**src/hw/rtl/dxt1_pkg.sv**
```systemverilog
package dxt1_pkg;

    typedef struct packed {
        logic [7:0] r;
        logic [7:0] g;
        logic [7:0] b;
        logic [7:0] a;
    } color_t;

    typedef color_t [3:0] palette_t;

    localparam logic [7:0] ALPHA_OPAQUE = 8'hFF;
    localparam logic [7:0] ALPHA_CLEAR  = 8'h00;

    // Widen an RGB565 word to 8 bits per channel by bit replication; alpha opaque.
    function automatic color_t expand565(input logic [15:0] w);
        color_t c;
        c.r = {w[15:11], w[15:13]};
        c.g = {w[10:5], w[10:9]};
        c.b = {w[4:0], w[4:2]};
        c.a = ALPHA_OPAQUE;
        return c;
    endfunction

endpackage

```
**src/hw/rtl/dxt1_block_decoder_with_smoothing.sv**
```systemverilog
// DXT1-style 4x4 block decoder with 2x2 smoothing. Each block transfer on the
// input channel yields sixteen pixel transfers in row-major order, pixel_pos
// counting 0 to 15 and last_pixel set on the sixteenth. On acceptance the
// four-color palette is built and held together with the index bits; a 4-bit
// pixel counter then walks the block, one pixel per unstalled cycle, looking up the
// pixel and its right, lower and lower-right neighbors in the held palette
// and applying the 26/14/14/10 weights (over 64) for rows and columns 0-2.
// Throughput is one pixel per cycle while out_stall is low; the next
// block is accepted in the cycle the last pixel of the current one moves to
// the output register, so back-to-back blocks stream without gaps. The
// ext_colors_enable register (APB address 0, bit 0) selects the raw 8-bit
// endpoints in bytes 8-15 if nonzero; change it only while no block is in flight.
module dxt1_block_decoder_with_smoothing (
    input  logic        clk,
    input  logic        rst_n,
    // block input
    input  logic        in_valid,
    output logic        in_stall,
    input  logic [15:0] endpoint_a,
    input  logic [15:0] endpoint_b,
    input  logic [31:0] index_bits,
    input  logic [31:0] ext_word_a,
    input  logic [31:0] ext_word_b,
    // pixel output
    output logic        out_valid,
    input  logic        out_stall,
    output logic [3:0]  pixel_pos,
    output logic [7:0]  red,
    output logic [7:0]  green,
    output logic [7:0]  blue,
    output logic [7:0]  alpha,
    output logic        last_pixel,
    // configuration
    input  logic        psel,
    input  logic        penable,
    input  logic        pwrite,
    input  logic [2:0]  paddr,
    input  logic [31:0] pwdata,
    output logic [31:0] prdata,
    output logic        pready
);
    import dxt1_pkg::*;

    localparam logic       ADDR_EXT_EN = 1'b0;
    localparam logic [3:0] POS_LAST    = 4'd15;

    // configuration register
    logic ext_en_reg;

    // held block
    logic        blk_valid_reg;
    palette_t    pal_reg;
    logic [31:0] idx_reg;
    logic [3:0]  cnt_reg;

    // output register
    logic        out_valid_reg;
    logic [3:0]  pos_reg;
    color_t      pix_reg;
    logic        last_reg;

    palette_t    pal_next;
    logic        in_take;
    logic        advance;
    logic        blk_done;
    logic        cfg_write;
    color_t      pix_next;

    assign pready    = 1'b1;
    assign cfg_write = psel && penable && pwrite && (paddr[2] == ADDR_EXT_EN);
    assign prdata    = (paddr[2] == ADDR_EXT_EN) ? {31'd0, ext_en_reg} : 32'd0;

    dxt1_palette u_palette (
        .ext_en     (ext_en_reg),
        .endpoint_a (endpoint_a),
        .endpoint_b (endpoint_b),
        .index_bits (index_bits),
        .ext_word_a (ext_word_a),
        .ext_word_b (ext_word_b),
        .palette    (pal_next)
    );

    // Advance the counter while a block is held and the output register is free or being drained.
    assign advance  = blk_valid_reg && (!out_valid_reg || !out_stall);
    assign blk_done = advance && (cnt_reg == POS_LAST);
    assign in_stall = blk_valid_reg && !blk_done;
    assign in_take  = in_valid && !in_stall;

    // Palette index of pixel q sits at bits 2q+1:2q of the index word.
    function automatic color_t lookup(input palette_t pal, input logic [31:0] idx,
                                      input logic [3:0] q);
        logic [1:0] sel;
        sel = idx[{q, 1'b0} +: 2];
        return pal[sel];
    endfunction

    function automatic logic [7:0] smooth(input logic [7:0] s, input logic [7:0] rt,
                                          input logic [7:0] dn, input logic [7:0] dr);
        logic [13:0] acc;
        acc = 14'(s) * 14'd26 + 14'(rt) * 14'd14 + 14'(dn) * 14'd14 + 14'(dr) * 14'd10;
        return acc[13:6];
    endfunction

    always_comb
    begin
        color_t c_self;
        color_t c_right;
        color_t c_down;
        color_t c_diag;
        c_self  = lookup(pal_reg, idx_reg, cnt_reg);
        c_right = lookup(pal_reg, idx_reg, cnt_reg + 4'd1);
        c_down  = lookup(pal_reg, idx_reg, cnt_reg + 4'd4);
        c_diag  = lookup(pal_reg, idx_reg, cnt_reg + 4'd5);
        // right column and bottom row pass through unfiltered
        if ((cnt_reg[3:2] != 2'd3) && (cnt_reg[1:0] != 2'd3))
        begin
            pix_next.r = smooth(c_self.r, c_right.r, c_down.r, c_diag.r);
            pix_next.g = smooth(c_self.g, c_right.g, c_down.g, c_diag.g);
            pix_next.b = smooth(c_self.b, c_right.b, c_down.b, c_diag.b);
            pix_next.a = smooth(c_self.a, c_right.a, c_down.a, c_diag.a);
        end
        else
        begin
            pix_next = c_self;
        end
    end

    // control
    always_ff @(posedge clk or negedge rst_n)
    begin
        if (!rst_n)
        begin
            ext_en_reg    <= 1'b0;
            blk_valid_reg <= 1'b0;
            cnt_reg       <= 4'd0;
            out_valid_reg <= 1'b0;
        end
        else
        begin
            if (cfg_write)
            begin
                ext_en_reg <= pwdata[0];
            end

            if (in_take)
            begin
                blk_valid_reg <= 1'b1;
                cnt_reg       <= 4'd0;
            end
            else if (advance)
            begin
                blk_valid_reg <= !blk_done;
                cnt_reg       <= cnt_reg + 4'd1;
            end

            // hold the output while stalled, drop it once transferred
            if (advance)
            begin
                out_valid_reg <= 1'b1;
            end
            else if (!out_stall)
            begin
                out_valid_reg <= 1'b0;
            end
        end
    end

    // payload
    always_ff @(posedge clk)
    begin
        if (in_take)
        begin
            pal_reg <= pal_next;
            idx_reg <= index_bits;
        end
        if (advance)
        begin
            pos_reg  <= cnt_reg;
            pix_reg  <= pix_next;
            last_reg <= (cnt_reg == POS_LAST);
        end
    end

    assign out_valid  = out_valid_reg;
    assign pixel_pos  = pos_reg;
    assign red        = pix_reg.r;
    assign green      = pix_reg.g;
    assign blue       = pix_reg.b;
    assign alpha      = pix_reg.a;
    assign last_pixel = last_reg;

endmodule

```
**src/hw/rtl/dxt1_palette.sv**
```systemverilog
module dxt1_palette (
    input  logic               ext_en,
    input  logic [15:0]        endpoint_a,
    input  logic [15:0]        endpoint_b,
    input  logic [31:0]        index_bits,
    input  logic [31:0]        ext_word_a,
    input  logic [31:0]        ext_word_b,
    output dxt1_pkg::palette_t palette
);
    import dxt1_pkg::*;

    function automatic logic [7:0] avg8(input logic [7:0] x, input logic [7:0] y);
        logic [8:0] s;
        s = {1'b0, x} + {1'b0, y};
        return s[8:1];
    endfunction

    // (11x + 5y) >> 4
    function automatic logic [7:0] blend(input logic [7:0] x, input logic [7:0] y);
        logic [11:0] s;
        s = 12'(x) * 12'd11 + 12'(y) * 12'd5;
        return s[11:4];
    endfunction

    logic   use_ext;
    logic   a_le_b;
    logic   flat;
    color_t col_a;
    color_t col_b;
    color_t col_2;
    color_t col_3;
    color_t col_flat;

    assign use_ext = ext_en && ((ext_word_a | ext_word_b) != 32'd0);
    assign a_le_b  = endpoint_a <= endpoint_b;
    assign flat    = (endpoint_a == endpoint_b)
                  && (index_bits[7:0] == index_bits[15:8])
                  && (index_bits[15:8] == index_bits[23:16])
                  && (index_bits[23:16] == index_bits[31:24]);

    always_comb
    begin
        col_a = expand565(endpoint_a);
        col_b = expand565(endpoint_b);
        if (use_ext)
        begin
            col_a.r = ext_word_a[7:0];
            col_a.g = ext_word_a[15:8];
            col_a.b = ext_word_a[23:16];
            col_b.r = ext_word_b[7:0];
            col_b.g = ext_word_b[15:8];
            col_b.b = ext_word_b[23:16];
        end

        if (a_le_b)
        begin
            col_2.r = avg8(col_a.r, col_b.r);
            col_2.g = avg8(col_a.g, col_b.g);
            col_2.b = avg8(col_a.b, col_b.b);
            col_2.a = ALPHA_OPAQUE;
            col_3   = col_2;
            col_3.a = ALPHA_CLEAR;
        end
        else
        begin
            col_2.r = blend(col_a.r, col_b.r);
            col_2.g = blend(col_a.g, col_b.g);
            col_2.b = blend(col_a.b, col_b.b);
            col_2.a = ALPHA_OPAQUE;
            col_3.r = blend(col_b.r, col_a.r);
            col_3.g = blend(col_b.g, col_a.g);
            col_3.b = blend(col_b.b, col_a.b);
            col_3.a = ALPHA_OPAQUE;
        end

        // flat block: all entries are A; alpha clear if all indices are 3
        col_flat   = col_a;
        col_flat.a = (index_bits[7:0] == 8'hFF) ? ALPHA_CLEAR : ALPHA_OPAQUE;

        if (flat)
        begin
            palette = {col_flat, col_flat, col_flat, col_flat};
        end
        else
        begin
            palette = {col_3, col_2, col_b, col_a};
        end
    end

endmodule
```
**config.mk**
```make
export PLATFORM = sky130hd
export DESIGN_NAME = dxt1_block_decoder_with_smoothing
export DESIGN_NICKNAME = d
export VERILOG_FILES = /design/src/hw/rtl/dxt1_pkg.sv /design/src/hw/rtl/dxt1_block_decoder_with_smoothing.sv /design/src/hw/rtl/dxt1_palette.sv
export SDC_FILE = /design/constraint.sdc
export NUM_CORES = 1
export LEC_CHECK = 0
export ABC_AREA = 1
export BUFFER_PORTS_ARGS = -buffer_cell sky130_fd_sc_hd__buf_2
export CELL_PAD_IN_SITES_DETAIL_PLACEMENT = 1
export CELL_PAD_IN_SITES_GLOBAL_PLACEMENT = 1
export CORE_ASPECT_RATIO = 0.7
export CORE_MARGIN = 1.5
export CORE_UTILIZATION = 51
export CTS_BUF_LIST = sky130_fd_sc_hd__clkbuf_2 sky130_fd_sc_hd__clkbuf_4 sky130_fd_sc_hd__clkbuf_8
export CTS_CLUSTER_DIAMETER = 40
export DETAILED_ROUTE_END_ITERATION = 12
export GPL_TIMING_DRIVEN = 0
export PLACE_DENSITY = 0.86
export REMOVE_ABC_BUFFERS = 1
export SLEW_MARGIN = 20
export SYNTH_ARGS = -nofsm -noshare
export SYNTH_HDL_FRONTEND = slang
export SYNTH_SLANG_ARGS = --single-unit
```
**constraint.sdc**
```tcl
create_clock -name clk -period 14 [get_ports clk]
set_input_delay 0.7 -clock clk [delete_from_list [all_inputs] [get_ports clk]]
set_output_delay 0.7 -clock clk [all_outputs]
set_load 0.03 [all_outputs]
```
* Word-level counts from Yosys, hierarchy flattened
Index checks and enable logic that the tools add are counted.
Operators by class: muxes and demuxes 22, eq/ne operators 9, multipliers 28, bitwise gates (word level) 2, $add $sub $neg 24, reduce and logical (&&, ||, !) cells 19, shifts and indexed selects 4, order comparisons 5
Operators with widths (number):
- $bmux W32 S2 | 4
- $mux W32 | 7
- $mul A8 B3 Y11 const B | 18
- $mux W128 | 1
- $shiftx A32 B6 Y2 | 4
- $mul A8 B4 Y12 const B | 10
- $add A14 B12 Y14 | 8
- $add A12 B11 Y12 | 6
- $add A13 B12 Y14 | 4
- $mux W24 | 2
- $or A32 B32 Y32 | 1
- $reduce_bool A32 Y1 | 1
- $add A8 B8 Y9 | 3
- $eq A8 B8 Y1 | 3
- $eq A16 B16 Y1 | 1
- $le A16 B16 Y1 | 1
- $logic_and A1 B1 Y1 | 12
- $lt A2 B3 Y1 const B | 4
- $add A4 B3 Y4 const B | 2
- $eq A8 B8 Y1 const B | 1
- $mux W4 | 2
- $mux W8 | 1
- $mux W1 | 5
- $add A4 B1 Y4 const B | 1
- 7 further kinds | 11
Storage, ports and cells: bits of input ports 170, register bits 196, logic and storage cells 139, output and inout bits 72

* Longest topological paths before layout
Gate-level depths: netlist of the first run.
word-level depth 9, gate-level depth with buffers 44, depth with buffers taken out 39

* Modules after synthesis
From an unflattened synthesis of the first run, not the netlist that was laid out.
Unflattened totals: cells, all modules 4737, area, all modules 35122.4 um^2
Modules (own cells, without submodules):
- dxt1_block_decoder_with_smoothing | times used 1, area each 23933.0 um^2, cells each 2942, seq. area each 6090.8 um^2
- dxt1_palette | times used 1, area each 11189.5 um^2, cells each 1795, seq. area each 0.0 um^2

* Worst setup path after synthesis of the first run
Ideal clock, no wire load.
path kind flip-flop to flip-flop, start point reg cnt_reg[1], end point reg cnt_reg[1], period minus slack after synthesis 8.056 ns, data required time 13.875 ns, arrival 7.931 ns, setup slack 5.944 ns, cell stages (with the launch flop) 11, setup time 0.125 ns, path through dfrtp_1 -> ha_1 -> nand2_1 -> inv_1 -> a21oi_1 -> nor2_1 -> inv_1 -> nand2_1 -> nor2_1 -> a31oi_1 -> inv_1
On the way: word-level cells in the longest chain between the ends 7, elaborated cells between the ends (all ways) 10
RTL lines:
- start: declaration | RTL line dxt1_block_decoder_with_smoothing.sv:54 | logic [3:0] cnt_reg;
- start signal: assignment | RTL line dxt1_block_decoder_with_smoothing.sv:153 | cnt_reg <= cnt_reg + 4'd1;
- $eq A4 B4 Y1 (*) | RTL line dxt1_block_decoder_with_smoothing.sv:85 | assign blk_done = advance && (cnt_reg == POS_LAST);
- $logic_and A1 B1 Y1 (*) | RTL line dxt1_block_decoder_with_smoothing.sv:85
- $logic_not A1 Y1 (*) | RTL line dxt1_block_decoder_with_smoothing.sv:86 | assign in_stall = blk_valid_reg && !blk_done;
- $logic_and A1 B1 Y1 (*) | RTL line dxt1_block_decoder_with_smoothing.sv:86
- named net in_stall | RTL line dxt1_block_decoder_with_smoothing.sv:18 | output logic in_stall,
- $logic_not A1 Y1 (*) | RTL line dxt1_block_decoder_with_smoothing.sv:87 | assign in_take = in_valid && !in_stall;
- $logic_and A1 B1 Y1 (*) | RTL line dxt1_block_decoder_with_smoothing.sv:87
- named net in_take | RTL line dxt1_block_decoder_with_smoothing.sv:63 | logic in_take;
- $mux W4 / $reduce_bool A2 Y1 (equally long branches)
The timed path passes the listed nets; every way through them passes the cells marked *. The select of a mux whose other input is x is not followed. A chain may end at the register's enable or synchronous reset.

==> results of run 1 <==
## final cells by class
class	count	area, sq um
timing repair buffer	190	1100
inverter	789	2970
clock buffer	18	241
tap	750	938
clock inverter	14	170
sequential	174	5190
fill	7437	25600
multi-input combinational	2908	20900
## cells in the mapped netlist (all sizes together), types with 3 or more instances
library cell	instances	share of area [%]
inv	788	10
a21o	25	0.63
buf	84	2.0
xnor2	46	1.4
a31oi	3	0.063
nor3	26	0.44
o21bai	29	0.73
a21oi	179	3.0
nand4	24	0.51
ha	395	17
nor2	315	4.0
o31ai	6	0.15
and3	3	0.063
a221oi	10	0.29
dfrtp	7	0.59
edfxtp	167	17
a211oi	12	0.30
fa	229	15
a32oi	32	1.3
o211ai	35	1.0
clkbuf	43	0.54
and2	10	0.21
o21ai	320	5.6
nor4	4	0.11
or2	22	0.46
nand2	857	11
nand3b	14	0.35
xor2	83	2.5
a32o	3	0.10
nand3	159	2.7
o22ai	28	0.63
## through the flow
step | util, % | worst slack (ns) | cell area, sq um
after detailed placement | 54.4 | 5.08 | 31100
after floorplan | - | 5.38 | 29000
after CTS | 55.2 | 5.03 | 31500
after global routing | 55.2 | 4.36 | 31500
after global placement | 54.0 | 2.90 | 30900
final | 55.2 | 4.90 | 31500
## worst reg2reg max path, delay by kind of cell, from the launching register on
family / cells / cell delay, ns
fa+ha+maj: 7 / 3.00
compound gates: 9 / 2.53
buf+inv: 6 / 1.26
simple gates: 7 / 1.21
flops: 1 / 0.67
xor+xnor: 1 / 0.17
## timing repair
action / 4_1_cts / 5_1_grt
buffers inserted: 0 / 0
setup endpoints to repair: 0 / 0
hold buffers: 1 / 0
endpoints found under the hold margin: 7 / 0
## cells by family (layout without fill, tap and decap cells)
family	after synthesis	after routing	synth area share, %
adders and majority gates	624	624	32.1
AOI/OAI and AO/OA	687	687	13.9
buffers and inverters	916	1011	12.6
other	2	32	0.0253
DFF	174	174	17.5
and+or+nand+nor	1436	1436	19.9
xor gates and xnor gates	129	129	3.94
## worst paths after layout
path                                           start                      to  slack (ns)
setup / recovery              cnt_reg[0]$_DFFE_PN0P_      green[5]$_DFFE_PP_        4.90
hold / removal                        index_bits[25]   idx_reg[25]$_DFFE_PP_        0.31
setup reg to reg              cnt_reg[0]$_DFFE_PN0P_      green[5]$_DFFE_PP_        4.90
hold reg to reg            blk_valid_reg$_DFFE_PN0P_   out_valid$_DFFE_PN0P_        0.52
max in group asynchronous                      rst_n  cnt_reg[1]$_DFFE_PN0P_       13.34
min in group asynchronous                      rst_n   out_valid$_DFFE_PN0P_        0.47
## per-layer routing
metal  up-vias  GRT usage (%)  part of all wire (%)
li1      12900              -                     -
met1     13600           48.1                    49
met2       937           51.7                    44
met3        71           4.04                   6.9
met4         0           5.43                  0.97
met5         -              0                     0
## cell usage in the layout, fill, tap and decap left out, types with 14 or more instances in the layout
| master | instances |
|---|---|
| a21o_1 | 25 |
| a21oi_1 | 177 |
| a32oi_1 | 24 |
| buf_2 | 179 |
| clkbuf_8 | 17 |
| conb_1 | 32 |
| edfxtp_1 | 167 |
| fa_1 | 229 |
| ha_1 | 395 |
| inv_1 | 769 |
| inv_2 | 17 |
| nand2_1 | 837 |
| nand2_2 | 16 |
| nand3_1 | 156 |
| nand3b_1 | 14 |
| nand4_1 | 24 |
| nor2_1 | 311 |
| nor3_1 | 26 |
| o211ai_1 | 30 |
| o21ai_0 | 267 |
| o21ai_1 | 41 |
| o21bai_1 | 29 |
| o22ai_1 | 26 |
| or2_2 | 18 |
| xnor2_1 | 45 |
| xor2_1 | 80 |
==> results.py, run 1 <==
metrics = {
    "outcome": {
        "status": "finished clean",
    },
    "yosys": {
        "synth_flop_cell": "edfxtp_1",
        "syn-cell-area_sq_um": 29700,
        "synth_edf_count": 167,
        "ys_ff_latch": 174,
        "syn_area_per_cell_sq_um": 7.48,
        "postSynth.asyncResetShare_pct": 4.02,
        "synth-seq-area-share_pct": 17.5,
        "synth_warnings": 0,
        "ys_types": 65,
        "synth_cells": 3968,
    },
    "timing": {
        "finalHoldViolations": 0,
        "worst_pin_slew_ns": 1.26,
        "fin_skew_ns": 0.0275,
        "finalCriticalPeriod_ns": 9.10,
        "slew_headroom_pct": 15.1,
        "finalCritPeriodShare_pct": 65.0,
        "final.setup.tns_ns": 0,
        "fmax_mhz": 110,
        "setup_viol": 0,
        "hold_slack_ns": 0.308,
        "drv_slew": 0,
        "rsz0062_at_grt": "no",
    },
    "clock_network": {
        "clockRootBuffer": "clkbuf_8",
        "cts_sinks": 174,
        "ctsResizeCount": 0,
        "numCtsBuffers": 17,
        "clk_pin_slew_ns": 0.13,
        "clock_path_buffers": 2,
        "worst_skew_pair.late_latency_ns": 0.59,
        "cts_tree": "done",
        "htreeDepth": 4,
    },
    "setup_path": {
        "start_kind": "flip-flop",
        "reg2reg_depth": 30,
        "critical-path-top-delay-family": "adder cells",
        "crit_fanout": 69,
        "crit_arrival_ns": 9.43,
        "cp_slowest_cell": "o21ai_0",
        "cp-end-kind": "flip-flop",
        "critical_path_depth": 30,
        "slowest_delay_ns": 0.83,
        "required_ns": 14.32,
        "criticalPathCategory": "flip-flop to flip-flop",
        "crit_buf_inv": 6,
    },
    "die": {
        "die_x_microns": 291,
        "start_util_pct": 51.9,
        "core_sq_um": 57200,
        "die_area_sq_um": 59700,
        "rows": 73,
        "io_pins": 242,
        "die_h_microns": 205,
    },
    "worst_hold_path": {
        "hp-class": "input port to flip-flop",
        "min_delay_path_depth": 1,
    },
    "route": {
        "antenna_left": 0,
        "drtIter0Drc": 2303,
        "vias_per_cell": 5.68,
        "drc": 0,
        "vias": 27500,
        "wl_per_cell_microns": 19.9,
        "wirelength_mm": 96.5,
        "drt_first_pass_iters": 5,
    },
    "placement": {
        "dp_hpwl_mm": 81.1,
        "finalWeightedCongestion": 0.917,
        "dp_cells": 4810,
        "io_buffer_count": 176,
    },
    "final_layout": {
        "final_cells": 4843,
        "largest_reg_flops": 98,
        "final_nets": 4874,
        "syn_to_final_growth_pct": 6.26,
        "drive_gt1_share_pct": 7.89,
        "diodes": 0,
    },
    "job": {
        "drv_cap": 0,
    },
    "global_routing": {
        "grt_use_total_pct": 32.6,
        "grt_max_degree": 70,
        "antenna_found_initial": 0,
        "grt_pass1_wl_mm": 153,
        "grt_remaining_overflow": 0,
        "grt_pass1_vias": 28500,
    },
}
Power of run 1 is left out: the tool's default activity adds up to more than one toggle a clock period on the data nets, which glitch-free logic cannot reach.
==> run 2: changes to the inputs <==
--- a/config.mk
+++ b/config.mk
@@ -11,12 +11,12 @@
 export CELL_PAD_IN_SITES_GLOBAL_PLACEMENT = 1
 export CORE_ASPECT_RATIO = 0.7
 export CORE_MARGIN = 1.5
-export CORE_UTILIZATION = 51
+export CORE_UTILIZATION = 47
 export CTS_BUF_LIST = sky130_fd_sc_hd__clkbuf_2 sky130_fd_sc_hd__clkbuf_4 sky130_fd_sc_hd__clkbuf_8
 export CTS_CLUSTER_DIAMETER = 40
 export DETAILED_ROUTE_END_ITERATION = 12
 export GPL_TIMING_DRIVEN = 0
-export PLACE_DENSITY = 0.86
+export PLACE_DENSITY = 0.8
 export REMOVE_ABC_BUFFERS = 1
 export SLEW_MARGIN = 20
 export SYNTH_ARGS = -nofsm -noshare
==> constraint.sdc (replaced) <==
create_clock -name clk -period 8.6 [get_ports clk]
set_input_delay 0.43 -clock clk [delete_from_list [all_inputs] [get_ports clk]]
set_output_delay 0.43 -clock clk [all_outputs]
set_load 0.03 [all_outputs]
==> results.py, run 2 (same netlist as run 1, synthesis figures left out) <==
metrics = {
    "clock_network": {
        "worst_skew_pair.late_latency_ns": 0.59,
        "cts_sinks": 174,
        "clockRootBuffer": "clkbuf_8",
        "htreeDepth": 4,
        "cts_tree": "done",
        "clk_pin_slew_ns": 0.11,
        "clock_path_buffers": 2,
        "numCtsBuffers": 17,
    },
    "timing": {
        "finalHoldViolations": 0,
        "fmax_mhz": 124,
        "finalCriticalPeriod_ns": 8.09,
        "drv_slew": 0,
        "fin_skew_ns": 0.0329,
        "slew_headroom_pct": 23.4,
        "hold_slack_ns": 0.0655,
        "finalCritPeriodShare_pct": 94.1,
        "rsz0062_at_grt": "yes",
        "setup_viol": 0,
        "worst_pin_slew_ns": 1.14,
    },
    "route": {
        "drc": 0,
        "vias_per_cell": 5.45,
        "drtIter0Drc": 1975,
        "drt_first_pass_iters": 6,
        "wl_per_cell_microns": 19.3,
        "vias": 26800,
        "wirelength_mm": 95.1,
        "antenna_left": 0,
    },
    "setup_path": {
        "start_kind": "flip-flop",
        "r2r_end": "red[7]$_DFFE_PP_",
        "reg2reg_depth": 36,
        "required_ns": 8.92,
        "crit_buf_inv": 8,
        "critical-path-top-delay-family": "adder cells",
        "crit_fanout": 65,
        "cp-end-kind": "flip-flop",
        "criticalPathCategory": "flip-flop to flip-flop",
        "reg2reg_slack_ns": 0.51,
        "crit_arrival_ns": 8.41,
        "cp_slowest_cell": "dfrtp_4",
        "slowest_delay_ns": 0.67,
        "r2r-start": "cnt_reg[0]$_DFFE_PN0P_",
        "cp_common_cell": "inv_1",
    },
    "final_layout": {
        "mostFrequentLayoutCells": "836 x nand2_1, 769 x inv_1, 394 x ha_1",
        "largest_reg_flops": 98,
        "syn_to_final_growth_pct": 7.15,
        "multiInputGateArea_sq_um": 21000,
        "final_nets": 4884,
        "mostFrequentLayoutCell": "nand2_1",
        "regArea_sq_um": 5190,
        "n_fill_cell": 8001,
        "drive_gt1_share_pct": 8.16,
    },
    "global_routing": {
        "grt_remaining_overflow": 0,
        "grt_pass1_wl_mm": 149,
        "grt_use_total_pct": 29.8,
        "antenna_found_initial": 1,
        "grt_max_degree": 70,
        "grt_pass1_vias": 27200,
    },
    "placement": {
        "dp_hpwl_mm": 78.9,
        "io_buffer_count": 176,
        "finalWeightedCongestion": 0.937,
    },
    "worst_hold_path": {
        "hp-start": "in_valid",
        "whs_endpoint": "blk_valid_reg$_DFFE_PN0P_",
        "hp-class": "input port to flip-flop",
        "min_delay_path_depth": 2,
    },
    "die": {
        "start_util_pct": 47.9,
        "die_area_sq_um": 64700,
        "io_pins": 242,
        "core_sq_um": 62000,
        "rows": 76,
        "die_h_microns": 213,
        "die_x_microns": 303,
    },
    "job": {
        "drv_cap": 0,
    },
    "outcome": {
        "status": "finished clean",
    },
}
==> run 2: metal layers <==
| metal | vias to the layer above | GRT usage [%] | routed length (microns) |
|---|---|---|---|
| met5 | - | 0 | 0 |
| met4 | 0 | 6.09 | 1190 |
| met3 | 72 | 4.10 | 6160 |
| met2 | 818 | 43.8 | 38800 |
| met1 | 13000 | 46.0 | 49000 |
| li1 | 13000 | - | - |
==> run 2: worst max-delay path by stage <==
stage | start | end | slack, ns | cells past startpoint
after floorplan | cnt_reg[0]$_DFFE_PN0P_ | cnt_reg[1]$_DFFE_PN0P_ | -0.02 | 10
after global placement | cnt_reg[0]$_DFFE_PN0P_ | cnt_reg[2]$_DFFE_PN0P_ | -2.65 | 10
after detailed placement | cnt_reg[0]$_DFFE_PN0P_ | blue[5]$_DFFE_PP_ | -0.53 | 31
after CTS | cnt_reg[0]$_DFFE_PN0P_ | blue[5]$_DFFE_PP_ | 0.06 | 31
after global routing | cnt_reg[0]$_DFFE_PN0P_ | red[7]$_DFFE_PP_ | -0.05 | 36
final | cnt_reg[0]$_DFFE_PN0P_ | red[7]$_DFFE_PP_ | 0.51 | 36
==> run 2: worst register-to-register path: cells and delay by family, from the launching register on <==
family | cells | cell delay (ns)
simple gates | 12 | 1.23
buf+inv | 8 | 1.52
compound gates | 8 | 1.63
xor+xnor | 2 | 0.48
fa+ha+maj | 6 | 2.31
flops | 1 | 0.67
==> run 2: metrics by stage <==
stage / TNS (ns) / std cells / util (%) / worst slack [ns] / instance area [sq um]
after global placement: -238.33 / 4866 / 49.9 / -2.65 / 30900
after floorplan: -0.0415 / 3871 / - / -0.0207 / 29000
after detailed placement: -3.83 / 4882 / 50.4 / -0.530 / 31300
after CTS: 0 / 4916 / 51.1 / 0.0560 / 31700
after global routing: -0.0534 / 4923 / 51.3 / -0.0534 / 31800
final: 0 / 4925 / 51.3 / 0.508 / 31800
==> run 2: area by class of cell <==
type | count | area share, %
Tap cell | 819 | 3.22
Sequential cell | 174 | 16.3
Clock buffer | 17 | 0.735
Clock inverter | 15 | 0.460
Inverter | 789 | 9.40
Multi-Input combinational cell | 2910 | 66.0
Antenna cell | 3 | 0.0236
Timing Repair Buffer | 198 | 3.84
==> run 2: repair_timing <==
action | 4_1_cts | 5_1_grt
pin swaps | 1 | 3
setup buffers | 0 | 5
endpoints found under the setup margin | 13 | 12
hold buffers | 1 | 0
cloned | 1 | 1
gates resized for setup | 3 | 15
hold endpoints to repair | 7 | 0
Power of run 2 is left out for the same reason.
